$ cat src/hdl/sws_pkg.sv
// Shared types and constants of the sliding-window sender.
// Used by sws_ctrl, sws_dpath and sliding_window_sender_unit.
`timescale 1ns / 1ps
package sws_pkg;

  localparam int SEGMENT_BYTES = 1024;
  localparam int MAX_BURST     = 64;

  localparam int WORD_W    = 32;
  localparam int WIN_W     = 16;
  localparam int DUP_W     = 3;
  localparam int SEG_LEN_W = 11;
  localparam int LEN_W     = $clog2(SEGMENT_BYTES + 1);
  localparam int CNT_W     = $clog2(MAX_BURST + 1);

  localparam logic [DUP_W-1:0]  DUP_LIMIT      = 3'd7;
  localparam logic [WIN_W-1:0]  CREDIT_MAX     = 16'hFFFF;
  localparam logic [WIN_W-1:0]  WINDOW_RST     = 16'd10240;
  localparam logic [WORD_W-1:0] FIRST_SEQ_RST  = 32'd1;

  // input opcodes
  localparam logic [1:0] OP_POLL = 2'd0;
  localparam logic [1:0] OP_ACK  = 2'd1;

  // result kinds
  localparam logic [1:0] KIND_DATA   = 2'd0;
  localparam logic [1:0] KIND_RESET  = 2'd1;
  localparam logic [1:0] KIND_STATUS = 2'd2;

  // configuration register indexes
  localparam logic [1:0] REG_TOTAL_BYTES    = 2'd0;
  localparam logic [1:0] REG_FIRST_SEQ      = 2'd1;
  localparam logic [1:0] REG_INITIAL_WINDOW = 2'd2;

  typedef enum logic [2:0] {
    ST_IDLE,
    ST_POLL,
    ST_CHECK,
    ST_ACK_CALC,
    ST_ACK_CMP,
    ST_ACK_APPLY,
    ST_RESP
  } sws_state_t;

  typedef struct packed {
    logic in_load;
    logic rewind;
    logic seg_take;
    logic seg_emit;
    logic seg_last;
    logic resp_emit;
    logic ack_calc;
    logic ack_cmp;
    logic ack_apply;
  } sws_cmd_t;

  typedef struct packed {
    logic go;
    logic have_seg;
    logic out_free;
  } sws_stat_t;

endpackage

$ cat src/hdl/sws_ctrl.sv
// Controller of the sliding-window sender: sequences polls, ACKs and resets.
// Depends on sws_pkg; drives sws_dpath through sws_cmd_t.
`timescale 1ns / 1ps
module sws_ctrl (
  input  logic              clk,
  input  logic              rst,
  input  logic              in_valid,
  input  logic [1:0]        in_op,
  output logic              in_ready,
  input  sws_pkg::sws_stat_t stat,
  output sws_pkg::sws_cmd_t  cmd
);
  import sws_pkg::*;

  sws_state_t state, state_next;

  always_ff @(posedge clk) begin
    if (rst) begin
      state <= ST_IDLE;
    end else begin
      state <= state_next;
    end
  end

  always_comb begin
    state_next = state;
    unique case (state)
      ST_IDLE: begin
        if (in_valid) begin
          if (in_op == OP_POLL) begin
            state_next = ST_POLL;
          end else if (in_op == OP_ACK) begin
            state_next = ST_ACK_CALC;
          end else begin
            state_next = ST_RESP;
          end
        end
      end
      ST_POLL:      state_next = ST_CHECK;
      ST_CHECK: begin
        if (!stat.have_seg) begin
          if (!stat.go) begin
            state_next = ST_RESP;
          end
        end else if (stat.out_free && !stat.go) begin
          state_next = ST_IDLE;
        end
      end
      ST_ACK_CALC:  state_next = ST_ACK_CMP;
      ST_ACK_CMP:   state_next = ST_ACK_APPLY;
      ST_ACK_APPLY: state_next = ST_RESP;
      ST_RESP: begin
        if (stat.out_free) begin
          state_next = ST_IDLE;
        end
      end
      default:      state_next = ST_IDLE;
    endcase
  end

  always_comb begin
    cmd      = '0;
    in_ready = 1'b0;
    unique case (state)
      ST_IDLE: begin
        in_ready    = 1'b1;
        cmd.in_load = in_valid;
      end
      ST_POLL: cmd.rewind = 1'b1;
      ST_CHECK: begin
        if (!stat.have_seg) begin
          cmd.seg_take = stat.go;
        end else if (stat.out_free) begin
          cmd.seg_emit = 1'b1;
          cmd.seg_last = !stat.go;
          cmd.seg_take = stat.go;
        end
      end
      ST_ACK_CALC:  cmd.ack_calc  = 1'b1;
      ST_ACK_CMP:   cmd.ack_cmp   = 1'b1;
      ST_ACK_APPLY: cmd.ack_apply = 1'b1;
      ST_RESP:      cmd.resp_emit = stat.out_free;
      default: ;
    endcase
  end

endmodule

$ cat src/hdl/sws_dpath.sv
// Datapath of the sliding-window sender: configuration, window state,
// segment arithmetic and the output register. Depends on sws_pkg.
`timescale 1ns / 1ps
module sws_dpath (
  input  logic                        clk,
  input  logic                        rst,
  input  logic                        cfg_we,
  input  logic [1:0]                  cfg_index,
  input  logic [sws_pkg::WORD_W-1:0]  cfg_data,
  input  logic [1:0]                  in_op,
  input  logic                        in_timer,
  input  logic [sws_pkg::WORD_W-1:0]  in_ack,
  input  logic [sws_pkg::WIN_W-1:0]   in_adv,
  input  sws_pkg::sws_cmd_t           cmd,
  output sws_pkg::sws_stat_t          stat,
  output logic                        out_valid,
  input  logic                        out_ready,
  output logic [1:0]                  out_kind,
  output logic [sws_pkg::WORD_W-1:0]  out_seq,
  output logic [sws_pkg::SEG_LEN_W-1:0] out_len,
  output logic                        out_done,
  output logic                        out_last
);
  import sws_pkg::*;

  logic [WORD_W-1:0] total_bytes, first_seq;
  logic [WIN_W-1:0]  initial_window;

  logic [WORD_W-1:0] acked_offset, send_offset;
  logic [WIN_W-1:0]  window_credit;
  logic [DUP_W-1:0]  dup_count;
  logic              transfer_done;

  logic [1:0]        op_r;
  logic              timer_r;
  logic [WORD_W-1:0] ack_r;
  logic [WIN_W-1:0]  adv_r;
  logic [WORD_W-1:0] off_r, diff_r;
  logic              hit_r, eq_r, gt_r;
  logic [CNT_W-1:0]  cnt;
  logic [WORD_W-1:0] seg_seq_r;
  logic [LEN_W-1:0]  seg_len_r;

  logic [WORD_W-1:0] remain;
  logic [LEN_W-1:0]  len;
  logic              more, enough;
  logic [WORD_W:0]   credit_sum;
  logic [DUP_W-1:0]  dup_inc;
  logic              out_free;

  always_ff @(posedge clk) begin
    if (rst) begin
      total_bytes    <= '0;
      first_seq      <= FIRST_SEQ_RST;
      initial_window <= WINDOW_RST;
    end else if (cfg_we) begin
      unique case (cfg_index)
        REG_TOTAL_BYTES:    total_bytes    <= cfg_data;
        REG_FIRST_SEQ:      first_seq      <= cfg_data;
        REG_INITIAL_WINDOW: initial_window <= cfg_data[WIN_W-1:0];
        default: ;
      endcase
    end
  end

  always_comb begin
    remain     = total_bytes - send_offset;
    more       = send_offset < total_bytes;
    len        = (remain < WORD_W'(SEGMENT_BYTES)) ? remain[LEN_W-1:0]
                                                   : LEN_W'(SEGMENT_BYTES);
    enough     = window_credit >= WIN_W'(len);
    credit_sum = {{(WORD_W + 1 - WIN_W){1'b0}}, window_credit} + {1'b0, diff_r};
    dup_inc    = dup_count + 1'b1;
    out_free   = !out_valid || out_ready;
  end

  assign stat.go       = more && enough && (cnt < CNT_W'(MAX_BURST));
  assign stat.have_seg = cnt != '0;
  assign stat.out_free = out_free;

  // input item, ACK pipeline and segment registers
  always_ff @(posedge clk) begin
    if (cmd.in_load) begin
      op_r    <= in_op;
      timer_r <= in_timer;
      ack_r   <= in_ack;
      adv_r   <= in_adv;
    end
    if (cmd.ack_calc) begin
      off_r <= ack_r - first_seq;
      hit_r <= (ack_r + {{(WORD_W - WIN_W){1'b0}}, adv_r}) == (total_bytes + first_seq);
    end
    if (cmd.ack_cmp) begin
      eq_r   <= off_r == acked_offset;
      gt_r   <= off_r > acked_offset;
      diff_r <= off_r - acked_offset;
    end
    if (cmd.seg_take) begin
      seg_seq_r <= first_seq + send_offset;
      seg_len_r <= len;
    end
  end

  always_ff @(posedge clk) begin
    if (rst) begin
      acked_offset  <= '0;
      send_offset   <= '0;
      window_credit <= WINDOW_RST;
      dup_count     <= '0;
      transfer_done <= 1'b0;
      cnt           <= '0;
    end else begin
      if (cmd.rewind) begin
        cnt <= '0;
        if (timer_r) begin
          send_offset   <= acked_offset;
          window_credit <= initial_window;
        end
      end
      if (cmd.seg_take) begin
        cnt           <= cnt + 1'b1;
        send_offset   <= send_offset + WORD_W'(len);
        window_credit <= window_credit - WIN_W'(len);
      end
      if (cmd.ack_cmp && hit_r) begin
        transfer_done <= 1'b1;
      end
      if (cmd.ack_apply) begin
        if (eq_r) begin
          if (dup_inc == DUP_LIMIT) begin
            dup_count     <= '0;
            send_offset   <= off_r;
            window_credit <= initial_window;
          end else begin
            dup_count <= dup_inc;
          end
        end else begin
          dup_count <= '0;
          if (gt_r) begin
            acked_offset  <= off_r;
            window_credit <= (credit_sum > {{(WORD_W + 1 - WIN_W){1'b0}}, CREDIT_MAX})
                             ? CREDIT_MAX : credit_sum[WIN_W-1:0];
          end
        end
      end
    end
  end

  // output register
  always_ff @(posedge clk) begin
    if (rst) begin
      out_valid <= 1'b0;
    end else if (cmd.seg_emit || cmd.resp_emit) begin
      out_valid <= 1'b1;
    end else if (out_ready) begin
      out_valid <= 1'b0;
    end
  end

  always_ff @(posedge clk) begin
    if (cmd.seg_emit) begin
      out_kind <= KIND_DATA;
      out_seq  <= seg_seq_r;
      out_len  <= SEG_LEN_W'(seg_len_r);
      out_done <= transfer_done;
      out_last <= cmd.seg_last;
    end else if (cmd.resp_emit) begin
      out_kind <= (op_r == OP_POLL || op_r == OP_ACK) ? KIND_STATUS : KIND_RESET;
      out_seq  <= first_seq + acked_offset;
      out_len  <= '0;
      out_done <= transfer_done;
      out_last <= 1'b1;
    end
  end

endmodule

$ cat src/hdl/sliding_window_sender_unit.sv
// Top level of the sliding-window (go-back-N) data sender.
// Depends on sws_pkg, sws_ctrl and sws_dpath.
//
// Usage: write total_bytes, first_seq and initial_window on the cfg port
// (index 0, 1, 2) while idle. Feed events on s_axis: tuser is the opcode
// (poll, ACK, other packet). Results leave on m_axis, tlast on the final
// result of each event.
// Operation: a poll clears its burst count, then registers its first segment
// and emits each segment while registering the next, one segment per cycle
// while m_axis_tready stays high, for n segments (n up to MAX_BURST).
// A poll that sends nothing gives one status result.
// An ACK passes three arithmetic steps then the response; any other packet
// type goes straight to the response. The controller accepts one event at a time.
// A single output register decouples the sides: a new event is accepted
// while the last result still waits. When the receiver stalls, the burst
// pauses with its state held; nothing is lost.
// Reset (synchronous rst) returns configuration and window state to their
// defaults and empties the output register.
`timescale 1ns / 1ps
module sliding_window_sender_unit (
  input  logic        clk,
  input  logic        rst,
  input  logic        cfg_we,
  input  logic [1:0]  cfg_index,
  input  logic [31:0] cfg_data,
  input  logic        s_axis_tvalid,
  output logic        s_axis_tready,
  input  logic [55:0] s_axis_tdata,  // timer_expired, ack_number, advertised_window
  input  logic [1:0]  s_axis_tuser,  // opcode
  output logic        m_axis_tvalid,
  input  logic        m_axis_tready,
  output logic [47:0] m_axis_tdata,  // seq_number, seg_length, done_res
  output logic [1:0]  m_axis_tuser,  // kind
  output logic        m_axis_tlast
);
  import sws_pkg::*;

  sws_cmd_t  cmd;
  sws_stat_t stat;

  logic [WORD_W-1:0]    out_seq;
  logic [SEG_LEN_W-1:0] out_len;
  logic                 out_done;

  sws_ctrl u_ctrl (
    .clk      (clk),
    .rst      (rst),
    .in_valid (s_axis_tvalid),
    .in_op    (s_axis_tuser),
    .in_ready (s_axis_tready),
    .stat     (stat),
    .cmd      (cmd)
  );

  sws_dpath u_dpath (
    .clk       (clk),
    .rst       (rst),
    .cfg_we    (cfg_we),
    .cfg_index (cfg_index),
    .cfg_data  (cfg_data),
    .in_op     (s_axis_tuser),
    .in_timer  (s_axis_tdata[0]),
    .in_ack    (s_axis_tdata[32:1]),
    .in_adv    (s_axis_tdata[48:33]),
    .cmd       (cmd),
    .stat      (stat),
    .out_valid (m_axis_tvalid),
    .out_ready (m_axis_tready),
    .out_kind  (m_axis_tuser),
    .out_seq   (out_seq),
    .out_len   (out_len),
    .out_done  (out_done),
    .out_last  (m_axis_tlast)
  );

  assign m_axis_tdata = {4'b0, out_done, out_len, out_seq};

endmodule
$ cat config.mk
export PLATFORM = sky130hd
export DESIGN_NAME = sliding_window_sender_unit
export DESIGN_NICKNAME = d
export VERILOG_FILES = /design/src/hdl/sws_pkg.sv /design/src/hdl/sws_ctrl.sv /design/src/hdl/sws_dpath.sv /design/src/hdl/sliding_window_sender_unit.sv
export SDC_FILE = /design/constraint.sdc
export NUM_CORES = 1
export LEC_CHECK = 0
export BUFFER_PORTS_ARGS = -buffer_cell sky130_fd_sc_hd__buf_4
export CORE_AREA = 2 2 175 348
export DETAILED_ROUTE_END_ITERATION = 10
export DIE_AREA = 0 0 177 350
export SLEW_MARGIN = 20
export SYNTH_ARGS = -nofsm -noshare
export SYNTH_HDL_FRONTEND = slang
export SYNTH_SLANG_ARGS = --single-unit
export TNS_END_PERCENT = 20
$ cat constraint.sdc
create_clock -name clk -period 14.3 [get_ports clk]
set_input_delay 0.715 -clock clk [delete_from_list [all_inputs] [get_ports clk]]
set_output_delay 0.715 -clock clk [all_outputs]
set_load 0.1 [all_outputs]
# Word-level counts from Yosys, hierarchy flattened
# Index checks and enable logic that the tools add are counted.
totals:
  regBits: 383
  input_bits: 97
  output_inout_bits: 53
  word_cells: 134
classes:
  addsub: 12
  order_cmp: 6
  n_eq_ne: 17
  muxes: 49
  n_bitwise: 1
  reduce_logical: 22
ops:
  columns: ["operator", "count"]
  rows:
  - ["$mux 32", 8]
  - ["$mux 16", 8]
  - ["$add 32x32->32", 3]
  - ["$sub 32x32->32", 3]
  - ["$eq 32x32->1", 2]
  - ["$add 16x32->33", 1]
  - ["$gt 33x16->1 const B", 1]
  - ["$mux 11", 3]
  - ["$mux 3", 11]
  - ["$add 32x11->32", 1]
  - ["$add 32x16->32", 1]
  - ["$gt 32x32->1", 1]
  - ["$lt 32x11->1 const B", 1]
  - ["$lt 32x32->1", 1]
  - ["$pmux 3 s7", 1]
  - ["$ge 16x11->1", 1]
  - ["$sub 16x11->16", 1]
  - ["$mux 1", 14]
  - ["$mux 7", 2]
  - ["$eq 3x3->1 const B", 4]
  - ["$add 7x1->7 const B", 1]
  - ["$lt 7x7->1 const B", 1]
  - ["$reduce_bool 7->1", 1]
  - ["$eq 2x1->1 const B", 3]
  - ["other kinds (18)", 33]

# Logic depth before layout (Yosys ltp)
# Gate-level depths: netlist (run 1).
depth:
  ltp_word: 14
  ltp_mapped: 29

# Cells and area by module
# Synthesis (run 1) repeated with hierarchy kept, for this count alone.
unflattened:
  hier_cells: 3192
  area_unflattened_um2: 27601.5
by_module_without_submodules:
  columns: ["mod", "n_inst", "cells_each", "area_each_um2", "seq_area_each_um2"]
  rows:
  - ["sws_dpath", 1, 3144, 27262.4, 9639.2]
  - ["sws_ctrl", 1, 42, 297.8, 60.1]
  - ["sliding_window_sender_unit", 1, 6, 41.3, 0.0]

# Worst setup path before layout (run 1)
# Ideal clock, no wire load.
synth_path:
  kind: "register to register"
  start: "reg u_dpath.send_offset[17]"
  end: "reg u_dpath.send_offset[23]"
  setup_ns: 0.117
  t_arrival_ns: 7.433
  t_required_ns: 14.183
  path_slack_ns: 6.750
  stages_incl_launch_ff: 27
  n_path_buf: 4
  path_cell_list: "dfxtp_1 > inv_1 > ha_1 > buf_6 > a21oi_1 > o21ai_0 > or2_0 > o31a_1 > or3_1 > a211oi_1 > nand4_1 > or3_4 > nor4_1 > clkbuf_1 > nand2_1 > ha_1 > a21oi_1 > nand2b_1 > o211ai_1 > a211oi_1 > a221o_1 > or2_2 > clkinv_1 > clkbuf_1 > buf_1 > o211ai_1 > a22o_1"
synth_via:
  elab_chain_cells: 13
  elab_cells_between_ends: 15
synth_lines:
  columns: ["item", "line", "source"]
  rows:
  - ["start, declared", "sws_dpath.sv:29", "logic [WORD_W-1:0] acked_offset, send_offset;"]
  - ["start signal, assigned", "sws_dpath.sv:116", "send_offset <= acked_offset;"]
  - ["start signal, assigned", "sws_dpath.sv:122", "send_offset <= send_offset + WORD_W'(len);"]
  - ["start signal, assigned", "sws_dpath.sv:132", "send_offset <= off_r;"]
  - ["$sub 32x32->32", "sws_dpath.sv:67", "remain = total_bytes - send_offset;"]
  - ["$lt 32x11->1", "sws_dpath.sv:69", "len = (remain < WORD_W'(SEGMENT_BYTES)) ? remain[LEN_W-1:0]"]
  - ["$mux 11", "sws_dpath.sv:69", null]
  - ["$ge 16x11->1", "sws_dpath.sv:71", "enough = window_credit >= WIN_W'(len);"]
  - ["$logic_and 1x1->1 (2 in a row)", "sws_dpath.sv:77", "assign stat.go = more && enough && (cnt < CNT_W'(MAX_BURST));"]
  - ["$mux 3", "sws_ctrl.sv:73", "end else if (stat.out_free) begin"]
  - ["$mux 1", "sws_ctrl.sv:71", "if (!stat.have_seg) begin"]
  - ["$mux 3", "sws_ctrl.sv:64", "unique case (state)"]
  - ["$mux 32 *", "sws_dpath.sv:120", "if (cmd.seg_take) begin"]
  - ["$mux 32", "sws_dpath.sv:130", "if (dup_inc == DUP_LIMIT) begin"]
  - ["$mux 32", "sws_dpath.sv:129", "if (eq_r) begin"]
  - ["$mux 32 *", "sws_dpath.sv:128", "if (cmd.ack_apply) begin"]
# Every way passes the cells marked *; elsewhere a longest branch is shown, timed or not.
# A chain may end at the register's enable or synchronous reset.

# Final worst setup path (run 1)
layout_path:
  start: "reg u_dpath.send_offset[19]"
  end: "reg u_dpath.window_credit[15]"
layout_via:
  elab_chain_cells: 13
  elab_cells_between_ends: 16
layout_lines:
  columns: ["item", "line", "source"]
  rows:
  - ["$sub 32x32->32 *", "sws_dpath.sv:67", null]
  - ["$lt 32x11->1 *", "sws_dpath.sv:69", null]
  - ["$mux 11 *", "sws_dpath.sv:69", null]
  - ["net u_dpath.len[10]", "sws_dpath.sv:45", "logic [LEN_W-1:0] len;"]
  - ["$ge 16x11->1", "sws_dpath.sv:71", null]
  - ["$logic_and 1x1->1 (2 in a row)", "sws_dpath.sv:77", null]
  - ["$mux 3", "sws_ctrl.sv:73", null]
  - ["$mux 1", "sws_ctrl.sv:71", null]
  - ["$mux 3", "sws_ctrl.sv:64", null]
  - ["$mux 16 *", "sws_dpath.sv:120", null]
  - ["$mux 16, on equally long branches", "sws_dpath.sv:139, sws_dpath.sv:130", null]
  - ["$mux 16", "sws_dpath.sv:129", null]
  - ["$mux 16 *", "sws_dpath.sv:128", null]
  - ["end signal, assigned", "sws_dpath.sv:123", "window_credit <= window_credit - WIN_W'(len);"]
  - ["end signal, assigned", "sws_dpath.sv:133", "window_credit <= initial_window;"]
  - ["end signal, assigned", "sws_dpath.sv:141", "window_credit <= (credit_sum > {{(WORD_W + 1 - WIN_W){1'b0}}, CREDIT_MAX})"]
  - ["end, declared", "sws_dpath.sv:30", "logic [WIN_W-1:0] window_credit;"]
# Mark *: on every way through the listed nets, which the timed path passes. The rest lies on a longest branch.

==> flow_metrics.env, run 1 <==
export IMPL_endpoint_kind="flop"
export IMPL_final_cell_area_um2=30700
export IMPL_dp_hpwl_um=73300
export IMPL_wire_length_of_the_first_global_routing_pass_um=140000
export IMPL_grt_start_max_net_pins=92
export IMPL_setup_violations_final=0
export IMPL_cts_inserted_buffers=41
export IMPL_clock_path_buffers=3
export IMPL_synth_cell_type_count=98
export IMPL_cellLeakagePower_uw=0.0122
export IMPL_library_cell_with_the_highest_instance_count_after_synthesis="sky130_fd_sc_hd__nand2_1"
export IMPL_drt_pass1_iterations=8
export IMPL_path_clk_slew_ns=0.07
export IMPL_vias=24509
export IMPL_initialDrtViolationCount=1655
export IMPL_max_cap_violations=0
export IMPL_initial_utilization_pct=46.5
export IMPL_synth_yosys_seq_area_share_pct=35.3
export IMPL_timing_fmax_ghz=0.110
export IMPL_post_synth_instance_area_um2=27500
export IMPL_power_per_cell_area_nw_per_um2=162
export IMPL_worst_path_maximum_fanout=46
export IMPL_drcViolationCount=0
export IMPL_route_antenna_remaining_nets=0
export IMPL_critical_path_slowest_cell="sky130_fd_sc_hd__nor4_1"
export IMPL_number_of_port_buffers=138
export IMPL_routed_wl_um=93800
export IMPL_cts_post_setup_buffers_inserted=0
export IMPL_power_ir_vdd_worst_mv=0.116
export IMPL_timing_final_crit_period_ns=9.08
export IMPL_areaGrowthSynthToFinish_pct=11.6
export IMPL_tritoncts_clock_tree="yes"
export IMPL_globalRouteOverflowTotal=0
export IMPL_drv_slew=0
export IMPL_grt_busiest_layer="met2"
export IMPL_postSynthCellCount=3170
export IMPL_yosysTopAreaCell="sky130_fd_sc_hd__edfxtp_1"
export IMPL_cts_hold_buffers=0
export IMPL_clock_root_buffer="sky130_fd_sc_hd__clkbuf_16"
export IMPL_holdWs_ns=0.308
export IMPL_clock_skew_ns=0.0196
export IMPL_core_area_um2=59100
export IMPL_async_flop_share_pct=0
export IMPL_cp_slowest_stage_delay_ns=0.78
export IMPL_ys_top_cells_by_area="sky130_fd_sc_hd__edfxtp_1 (22%), sky130_fd_sc_hd__dfxtp_1 (13%), sky130_fd_sc_hd__ha_1 (11%), sky130_fd_sc_hd__a21oi_1 (6.2%), sky130_fd_sc_hd__nand2_1 (5.9%)"
export IMPL_worstPathArrival_ns=9.50
export IMPL_worst_slew_margin_rel_pct=18.4
export IMPL_final_net_count=3620
export IMPL_worst_ep_required_time_ns=14.71
export IMPL_ys_top_cells_by_count="sky130_fd_sc_hd__nand2_1 (431), sky130_fd_sc_hd__a21oi_1 (340), sky130_fd_sc_hd__ha_1 (245)"
export IMPL_placed_cell_area_um2=29200
export IMPL_gpl_final_weighted_congestion=0.919
export IMPL_cts_htree_levels=2
export IMPL_design_die_area_um2=62000
export IMPL_fp_row_count=126
export IMPL_n_fill_cell=5622
export IMPL_synthesis_yosys_warnings=0
export IMPL_postSynthRegisterBits=382
export IMPL_worst_min_path_class="in -> reg"
export IMPL_ys_dominant_reg_cell="sky130_fd_sc_hd__edfxtp_1"
export IMPL_final_setup_tns_ns=0
export IMPL_worstSkewPairLatency_ns=0.58
export IMPL_final_min_period_over_clock_period_pct=63.5
export IMPL_area_fraction_of_the_dominant_cell_type_after_synthesis_pct=22.4
export IMPL_critical_path_class="reg -> reg"
export IMPL_routed_wire_length_per_instance_um=23.1
export IMPL_groute_layer_met2_usage_pct=55.7
export IMPL_antenna_cells=0
export IMPL_status="finished clean"
export IMPL_vias_per_cell=6.02
export IMPL_grt_total_usage_pct=29.8
export IMPL_edff_count_synth=205
export IMPL_ioPinCount=150
export IMPL_globalRouteMet3Util_pct=2.77
export IMPL_avgSynthCellArea_um2=8.67
export IMPL_rsz_0062_raised_after_global_routing="no"
export IMPL_first_global_vias=24566
export IMPL_post_cts_resize_count=0
export IMPL_final_hold_vios=0
export IMPL_worst_slew_pin_slew_ns=1.22
export IMPL_final_layout_size_suffix_gt1_share_pct=9.18
export IMPL_met1_usage_pct=32.8
export IMPL_die_w_um=177
export IMPL_critical_path_startpoint_type="flop"
export IMPL_chipHeight_um=350
export IMPL_grt_antenna_before_repair=0
export IMPL_cts_sink_cnt=382
export IMPL_total_power_uw=4960
## power breakdown
| group | internal [uW] | leakage [uW] | switching [uW] |
|---|---|---|---|
| sequential | 1390 | 0.00334 | 159 |
| clock | 657 | 0.000683 | 487 |
| combinational | 818 | 0.00815 | 1450 |
| total | 2860 | 0.0122 | 2090 |
## state kept, by name (all words and copies together) (netlist names), 2 cells and up
register                flops
u_dpath.adv_r              16
u_dpath.total_bytes        32
u_dpath.out_seq            32
u_dpath.window_credit      16
u_dpath.diff_r             32
u_dpath.out_kind            2
u_dpath.first_seq          32
u_dpath.dup_count           3
u_ctrl.state                3
u_dpath.seg_len_r          11
u_dpath.acked_offset       32
u_dpath.seg_seq_r          32
u_dpath.initial_window     16
u_dpath.ack_r              32
u_dpath.send_offset        32
u_dpath.cnt                 7
u_dpath.out_len            11
u_dpath.off_r              32
## cells by family after synthesis
group                    after synthesis  share of synthesized area [%]
other                                  1                         0.0136
multiplexers                          21                          0.774
AO/OA/AOI/OAI                        962                           22.5
flip-flops                           382                           35.3
buffers and inverters                269                           3.93
adder cells (fa/ha/maj)              255                           11.9
AND/OR/NAND/NOR                     1047                           18.0
XOR/XNOR                             233                           7.57
## per-stage QoR
step,setup WS (ns),util [%],instances
2_1_floorplan,6.75,-,3173
3_3_place_gp,5.46,49.4,3991
3_5_place_dp,5.35,49.4,3992
4_1_cts,5.32,51.8,4068
5_1_grt,4.92,51.9,4069
6_report,5.22,51.9,4069
## final cells by class
| cell class | instances | area, um2 | area share [%] |
|---|---|---|---|
| clock buffer | 51 | 1170 | 3.81 |
| clock inverter | 25 | 256 | 0.836 |
| inverter | 164 | 616 | 2.01 |
| multi-input combinational | 2522 | 16800 | 54.7 |
| sequential | 382 | 9700 | 31.6 |
| tap | 768 | 961 | 3.13 |
| timing repair buffer | 157 | 1190 | 3.90 |
## worst max-delay path, delay by kind of cell (launching register included)
kind	cells	cell delay, ns
AOI/OAI and AO/OA	7	1.89
adders and majority gates	2	0.79
buffers and inverters	5	1.88
DFF	1	0.46
and+or+nand+nor	12	3.85
## layout by cell type, fill, tap and decap left out, drive strengths merged, types with 51 or more instances in the layout
| cell | Yosys | layout |
|---|---|---|
| buf | 27 | 157 |
| inv | 163 | 167 |
| dfxtp | 177 | 177 |
| xor2 | 66 | 66 |
| ha | 245 | 245 |
| a21oi | 347 | 347 |
| nand3 | 62 | 62 |
| edfxtp | 205 | 205 |
| clkbuf | 78 | 51 |
| o21ai | 170 | 170 |
| a21o | 72 | 72 |
| xnor2 | 164 | 164 |
| nor2 | 193 | 193 |
| nor3 | 64 | 64 |
| nand2 | 432 | 432 |
## path summary, 6_finish.rpt
path,start,endpoint,slack (ns),cells after the start
worst max register to register,u_dpath.send_offset[19]$_SDFF_PP0_,u_dpath.window_credit[15]$_SDFF_PP0_,5.22,26
worst max-delay path,u_dpath.send_offset[19]$_SDFF_PP0_,u_dpath.window_credit[15]$_SDFF_PP0_,5.22,26
worst min-delay path,s_axis_tdata[13],u_dpath.ack_r[12]$_DFFE_PP_,0.31,1
worst min register to register,u_dpath.transfer_done$_SDFFE_PP0P_,u_dpath.out_done$_DFFE_PP_,0.44,0
## metal layers
layer	part of all wire (%)	up-vias
li1	-	11769
met4	5.4	0
met2	52	748
met1	38	11772
met5	0	-
met3	4.1	220
No activity file was read; power rests on OpenSTA's default activity.
==> run 2, diff against run 1 <==
PLACE_DENSITY = 0.66   (was default)
clock period = 8.2 ns   (was 14.3 ns; I/O delays follow)
==> flow_metrics.env, run 2 (synthesis gave the netlist of run 1 again) <==
export IMPL_holdWs_ns=0.0287
export IMPL_gpl_final_weighted_congestion=0.981
export IMPL_cellInternalPower_uw=5030
export IMPL_power_per_cell_area_nw_per_um2=279
export IMPL_timing_final_crit_period_ns=7.65
export IMPL_cts_inserted_buffers=40
export IMPL_final_layout_size_suffix_gt1_share_pct=9.61
export IMPL_worst_slew_margin_rel_pct=15.9
export IMPL_setup_violations_final=0
export IMPL_timing_fmax_ghz=0.131
export IMPL_rsz_0062_raised_after_global_routing="no"
export IMPL_endpoint_kind="flop"
export IMPL_critPathCapture="u_dpath.window_credit[14]$_SDFF_PP0_"
export IMPL_worstPathArrival_ns=8.13
export IMPL_final_cell_mix="sky130_fd_sc_hd__nand2_1 (430), sky130_fd_sc_hd__a21oi_1 (340), sky130_fd_sc_hd__ha_1 (245)"
export IMPL_cellLeakagePower_uw=0.0125
export IMPL_drt_pass1_iterations=6
export IMPL_cts_sink_cnt=382
export IMPL_final_net_count=3693
export IMPL_setup_reg_to_reg_worst_slack_ns=0.55
export IMPL_chipHeight_um=350
export IMPL_wire_length_of_the_first_global_routing_pass_um=141000
export IMPL_fp_row_count=126
export IMPL_globalRouteOverflowTotal=0
export IMPL_share_seq_of_total_power_pct=30.9
export IMPL_sequential_cell_area_um2=9700
export IMPL_clock_path_buffers=3
export IMPL_number_of_port_buffers=138
export IMPL_final_min_period_over_clock_period_pct=93.2
export IMPL_areaGrowthSynthToFinish_pct=13.9
export IMPL_grt_total_usage_pct=29.9
export IMPL_routed_wl_um=93700
export IMPL_worstReg2RegEnd="u_dpath.window_credit[14]$_SDFF_PP0_"
export IMPL_tritoncts_clock_tree="yes"
export IMPL_clock_skew_ns=0.0262
export IMPL_total_switching_power_uw=3690
export IMPL_route_antenna_remaining_nets=0
export IMPL_routed_wire_length_per_instance_um=22.6
export IMPL_cp_slowest_stage_delay_ns=0.50
export IMPL_critical_path_reg2reg_startpoint="u_dpath.send_offset[8]$_SDFF_PP0_"
export IMPL_n_fill_cell=5519
export IMPL_grt_antenna_before_repair=1
export IMPL_critical_path_startpoint_type="flop"
export IMPL_multiInputGateArea_um2=16800
export IMPL_max_cap_violations=0
export IMPL_drcViolationCount=0
export IMPL_first_global_vias=25511
export IMPL_final_cell_area_um2=31300
export IMPL_vias_per_cell=6.10
export IMPL_placed_cell_area_um2=29500
export IMPL_drv_slew=0
export IMPL_power_share_clock_pct=22.4
export IMPL_post_cts_resize_count=0
export IMPL_power_switching_fraction_pct=42.3
export IMPL_grt_start_max_net_pins=89
export IMPL_path_clk_slew_ns=0.07
export IMPL_die_w_um=177
export IMPL_timing_reg2reg_worst_path_depth=31
export IMPL_worstSkewPairLatency_ns=0.58
export IMPL_power_ir_vdd_worst_mv=0.202
export IMPL_antenna_cells=0
export IMPL_worst_slew_pin_slew_ns=1.25
export IMPL_critical_path_slowest_cell="sky130_fd_sc_hd__a211oi_1"
export IMPL_cts_htree_levels=2
export IMPL_worst_min_path_class="in -> reg"
export IMPL_critical_path_class="reg -> reg"
export IMPL_initial_utilization_pct=46.5
export IMPL_initialDrtViolationCount=1910
export IMPL_final_setup_tns_ns=0
export IMPL_status="finished clean"
export IMPL_worst_ep_required_time_ns=8.68
export IMPL_design_die_area_um2=62000
export IMPL_crit_path_start="u_dpath.send_offset[8]$_SDFF_PP0_"
export IMPL_comb_power_share_pct=46.7
export IMPL_cts_post_setup_buffers_inserted=0
export IMPL_clock_root_buffer="sky130_fd_sc_hd__clkbuf_16"
export IMPL_total_power_uw=8730
export IMPL_cts_hold_buffers=48
export IMPL_vias=25242
export IMPL_layout_cells_most_common="sky130_fd_sc_hd__nand2_1"
export IMPL_core_area_um2=59100
export IMPL_dp_hpwl_um=73000
export IMPL_ioPinCount=150
export IMPL_final_hold_vios=0
export IMPL_worst_path_maximum_fanout=32
==> run 2: per-layer routing <==
layer	vias to the layer above	track usage [%]	wire [um]	share of wire, %
li1	11903	-	-	-
met3	286	2.38	4150	4.4
met2	886	55.5	48500	52
met4	0	18.0	6060	6.5
met1	12167	32.6	35000	37
met5	-	0	0	0
==> run 2: stage by stage <==
step | util (%) | instances | worst slack, ns
final | 53.0 | 4141 | 0.555
after global routing | 53.0 | 4141 | 0.0978
after CTS | 53.0 | 4141 | 0.646
after detailed placement | 49.8 | 4019 | 0.707
after global placement | 49.8 | 4019 | 0.844
after floorplan | - | 3173 | 0.650
==> run 2: layout make-up <==
type	count	area share [%]
clock buffer	51	3.80
clock inverter	23	0.611
tap	768	3.07
multi-input combinational	2522	53.5
sequential	382	31.0
timing repair buffer	231	6.04
inverter	164	1.97
==> run 2: power groups by stage <==
stage / Clock [uW] / Sequential, uW / Combinational, uW
after global routing: 2050 / 2720 / 4410
after global placement: 0 / 2720 / 3930
after CTS: 1990 / 2690 / 4040
final: 1960 / 2700 / 4080
after detailed placement: 0 / 2730 / 4000
after floorplan: 0 / 2880 / 2630
==> run 2: worst min path at each step <==
stage / start / end / slack, ns / cells after the start
2_1_floorplan: u_dpath.transfer_done$_SDFFE_PP0P_ / u_dpath.out_done$_DFFE_PP_ / 0.41 / 0
3_3_place_gp: u_dpath.transfer_done$_SDFFE_PP0P_ / u_dpath.out_done$_DFFE_PP_ / 0.43 / 0
3_5_place_dp: u_dpath.transfer_done$_SDFFE_PP0P_ / u_dpath.out_done$_DFFE_PP_ / 0.43 / 0
4_1_cts: s_axis_tdata[0] / u_dpath.timer_r$_DFFE_PP_ / 0.01 / 1
5_1_grt: s_axis_tdata[0] / u_dpath.timer_r$_DFFE_PP_ / 0.02 / 1
6_report: s_axis_tdata[0] / u_dpath.timer_r$_DFFE_PP_ / 0.03 / 1
==> run 2: worst max-delay path: cells and delay by family (launching register included) <==
family	cells	cell delay, ns
AOI/OAI and AO/OA	12	2.79
and+or+nand+nor	9	2.19
buffers and inverters	7	1.28
adders and majority gates	3	0.84
DFF	1	0.44
==> run 3, diff against run 2 <==
ABC_AREA = 1   (was default)
CORE_AREA = 2 2 179 356   (was 2 2 175 348)
DIE_AREA = 0 0 181 358   (was 0 0 177 350)
==> flow_metrics.env, run 3 <==
export IMPL_final_hold_vios=0
export IMPL_grt_antenna_before_repair=1
export IMPL_ys_top_cells_by_count="sky130_fd_sc_hd__nand2_1 (782), sky130_fd_sc_hd__inv_1 (503), sky130_fd_sc_hd__a21oi_1 (374)"
export IMPL_avgSynthCellArea_um2=7.54
export IMPL_grt_start_max_net_pins=92
export IMPL_gpl_final_weighted_congestion=0.962
export IMPL_die_w_um=181
export IMPL_vias_per_cell=5.50
export IMPL_hold_path_depth=1
export IMPL_chipHeight_um=358
export IMPL_final_setup_tns_ns=0
export IMPL_edff_count_synth=205
export IMPL_synth_compound_area_share_pct=18.2
export IMPL_tritoncts_clock_tree="yes"
export IMPL_cts_hold_buffers=38
export IMPL_core_area_um2=62000
export IMPL_timing_reg2reg_worst_path_depth=33
export IMPL_clock_root_buffer="sky130_fd_sc_hd__clkbuf_16"
export IMPL_synth_yosys_seq_area_share_pct=33.7
export IMPL_cts_post_setup_buffers_inserted=0
export IMPL_async_flop_share_pct=0
export IMPL_rsz_0062_raised_after_global_routing="no"
export IMPL_final_cell_mix="sky130_fd_sc_hd__nand2_1 (780), sky130_fd_sc_hd__inv_1 (502), sky130_fd_sc_hd__a21oi_1 (374)"
export IMPL_setup_violations_final=0
export IMPL_first_global_vias=26738
export IMPL_cts_inserted_buffers=41
export IMPL_final_cells=4799
export IMPL_layout_cells_most_common="sky130_fd_sc_hd__nand2_1"
export IMPL_power_per_cell_area_nw_per_um2=265
export IMPL_timing_final_crit_period_ns=7.03
export IMPL_crit_path_frequent_cell="sky130_fd_sc_hd__nand2_1"
export IMPL_critical_path_startpoint_type="flop"
export IMPL_routed_wl_um=93800
export IMPL_synth_simple_gate_area_share_pct=20.7
export IMPL_synth_area_mux_share_pct=0
export IMPL_final_net_count=4334
export IMPL_post_synth_instance_area_um2=28800
export IMPL_cp_slowest_stage_delay_ns=0.58
export IMPL_postSynthCellCount=3822
export IMPL_area_fraction_of_the_dominant_cell_type_after_synthesis_pct=21.4
export IMPL_fp_row_count=129
export IMPL_cellLeakagePower_uw=0.0144
export IMPL_worst_slew_pin_slew_ns=1.13
export IMPL_postLayoutCoreUtil_pct=52.2
export IMPL_worst_ep_required_time_ns=8.70
export IMPL_ys_top_cells_by_area="sky130_fd_sc_hd__edfxtp_1 (21%), sky130_fd_sc_hd__dfxtp_1 (12%), sky130_fd_sc_hd__ha_1 (11%), sky130_fd_sc_hd__nand2_1 (10%), sky130_fd_sc_hd__inv_1 (6.6%)"
export IMPL_final_layout_size_suffix_gt1_share_pct=8.57
export IMPL_ioPinCount=150
export IMPL_post_cts_resize_count=0
export IMPL_clock_path_buffers=3
export IMPL_worst_path_maximum_fanout=49
export IMPL_path_clk_slew_ns=0.07
export IMPL_combinational_family_with_the_most_area_after_synthesis="simple AND/OR/NAND/NOR gates"
export IMPL_routed_wire_length_per_instance_um=19.6
export IMPL_synthesis_yosys_warnings=0
export IMPL_yosysTopAreaCell="sky130_fd_sc_hd__edfxtp_1"
export IMPL_worstSkewPairLatency_ns=0.58
export IMPL_grt_total_usage_pct=28.6
export IMPL_endpoint_kind="flop"
export IMPL_fin_ws_ns=1.17
export IMPL_post_synth_xor_area_fraction_pct=8.00
export IMPL_power_ir_vdd_worst_mv=0.176
export IMPL_areaGrowthSynthToFinish_pct=12.3
export IMPL_status="finished clean"
export IMPL_drcViolationCount=0
export IMPL_design_die_area_um2=64800
export IMPL_yosys_area_share_adder_pct=11.3
export IMPL_worst_min_path_class="in -> reg"
export IMPL_globalRouteOverflowTotal=0
export IMPL_worst_slew_margin_rel_pct=24.4
export IMPL_dp_hpwl_um=75600
export IMPL_critical_path_slowest_cell="sky130_fd_sc_hd__buf_4"
export IMPL_initialDrtViolationCount=1749
export IMPL_drv_slew=0
export IMPL_cts_htree_levels=2
export IMPL_wire_length_of_the_first_global_routing_pass_um=142000
export IMPL_critical_path_top_delay_family="simple AND/OR/NAND/NOR gates"
export IMPL_critical_path_buf_inv_count=6
export IMPL_ys_dominant_reg_cell="sky130_fd_sc_hd__edfxtp_1"
export IMPL_worstPathArrival_ns=7.53
export IMPL_crit_cells=33
export IMPL_pre_cts_ws_ns=1.31
export IMPL_critical_path_class="reg -> reg"
export IMPL_vias=26380
export IMPL_drt_pass1_iterations=8
export IMPL_final_min_period_over_clock_period_pct=85.7
export IMPL_placed_cells_incl_taps=4687
export IMPL_cts_sink_cnt=382
export IMPL_clock_skew_ns=0.0138
export IMPL_route_antenna_remaining_nets=0
export IMPL_library_cell_with_the_highest_instance_count_after_synthesis="sky130_fd_sc_hd__nand2_1"
export IMPL_max_cap_violations=0
export IMPL_number_of_port_buffers=138
export IMPL_synth_cell_type_count=68
export IMPL_postSynthRegisterBits=382
export IMPL_initial_utilization_pct=46.5
export IMPL_timing_fmax_ghz=0.142
[run 3: layout make-up]
type / count / area, um2
repair buffers: 205 / 1630
diodes: 1 / 2.50
clock buffers: 47 / 1070
multi-input cells: 2835 / 16800
fillers: 6110 / 29600
well taps: 786 / 983
clock inverters: 26 / 206
inverters: 517 / 1950
flip-flops and latches: 382 / 9700
[run 3: stage by stage]
stage | total power, uW | area, um2 | hold WS, ns
floorplan | 5630 | 28800 | 0.408
global placement | 6690 | 30700 | 0.422
detailed placement | 6720 | 30700 | 0.436
CTS | 8590 | 32400 | 0.000473
global route | 9110 | 32400 | 0.0119
finish | 8580 | 32400 | 0.0194
[run 3: worst register-to-register path: cells and delay by family, from the launching register on]
family / cells / cell delay, ns
compound gates: 7 / 1.43
simple gates: 18 / 2.85
fa+ha+maj: 2 / 0.84
buf+inv: 6 / 1.38
flops: 1 / 0.41
[run 3: logic make-up after synthesis]
| kind of cell | after synthesis |
|---|---|
| buf+inv | 608 |
| simple gates | 1395 |
| other cells | 1 |
| fa+ha+maj | 255 |
| flops | 382 |
| compound gates | 918 |
| xor+xnor | 263 |
[run 3: final timing paths]
| kind | from | slack (ns) | endpoint |
|---|---|---|---|
| max | u_dpath.send_offset[24]$_SDFF_PP0_ | 1.17 | u_dpath.cnt[3]$_SDFFE_PP0P_ |
| min | s_axis_tdata[42] | 0.02 | u_dpath.adv_r[9]$_DFFE_PP_ |
| max reg2reg | u_dpath.send_offset[24]$_SDFF_PP0_ | 1.17 | u_dpath.cnt[3]$_SDFFE_PP0P_ |
| min reg2reg | u_dpath.transfer_done$_SDFFE_PP0P_ | 0.45 | u_dpath.out_done$_DFFE_PP_ |
[run 3: power by group]
| group | internal, uW | switching (uW) | leakage [uW] | total (uW) |
|---|---|---|---|---|
| clock | 1000 | 836 | 0.000609 | 1840 |
| sequential | 2430 | 239 | 0.00334 | 2670 |
| combinational | 1330 | 2750 | 0.0105 | 4070 |
| total | 4760 | 3820 | 0.0144 | 8580 |
[run 3: routing by layer]
metal / up-vias / track usage (%) / routed length (um) / part of all wire, %
met5: - / 0 / 0 / 0
met4: 0 / 20.7 / 7600 / 8.1
met3: 323 / 2.33 / 3290 / 3.5
met2: 743 / 56.2 / 49800 / 53
met1: 12144 / 27.7 / 33100 / 35
li1: 13170 / - / - / -
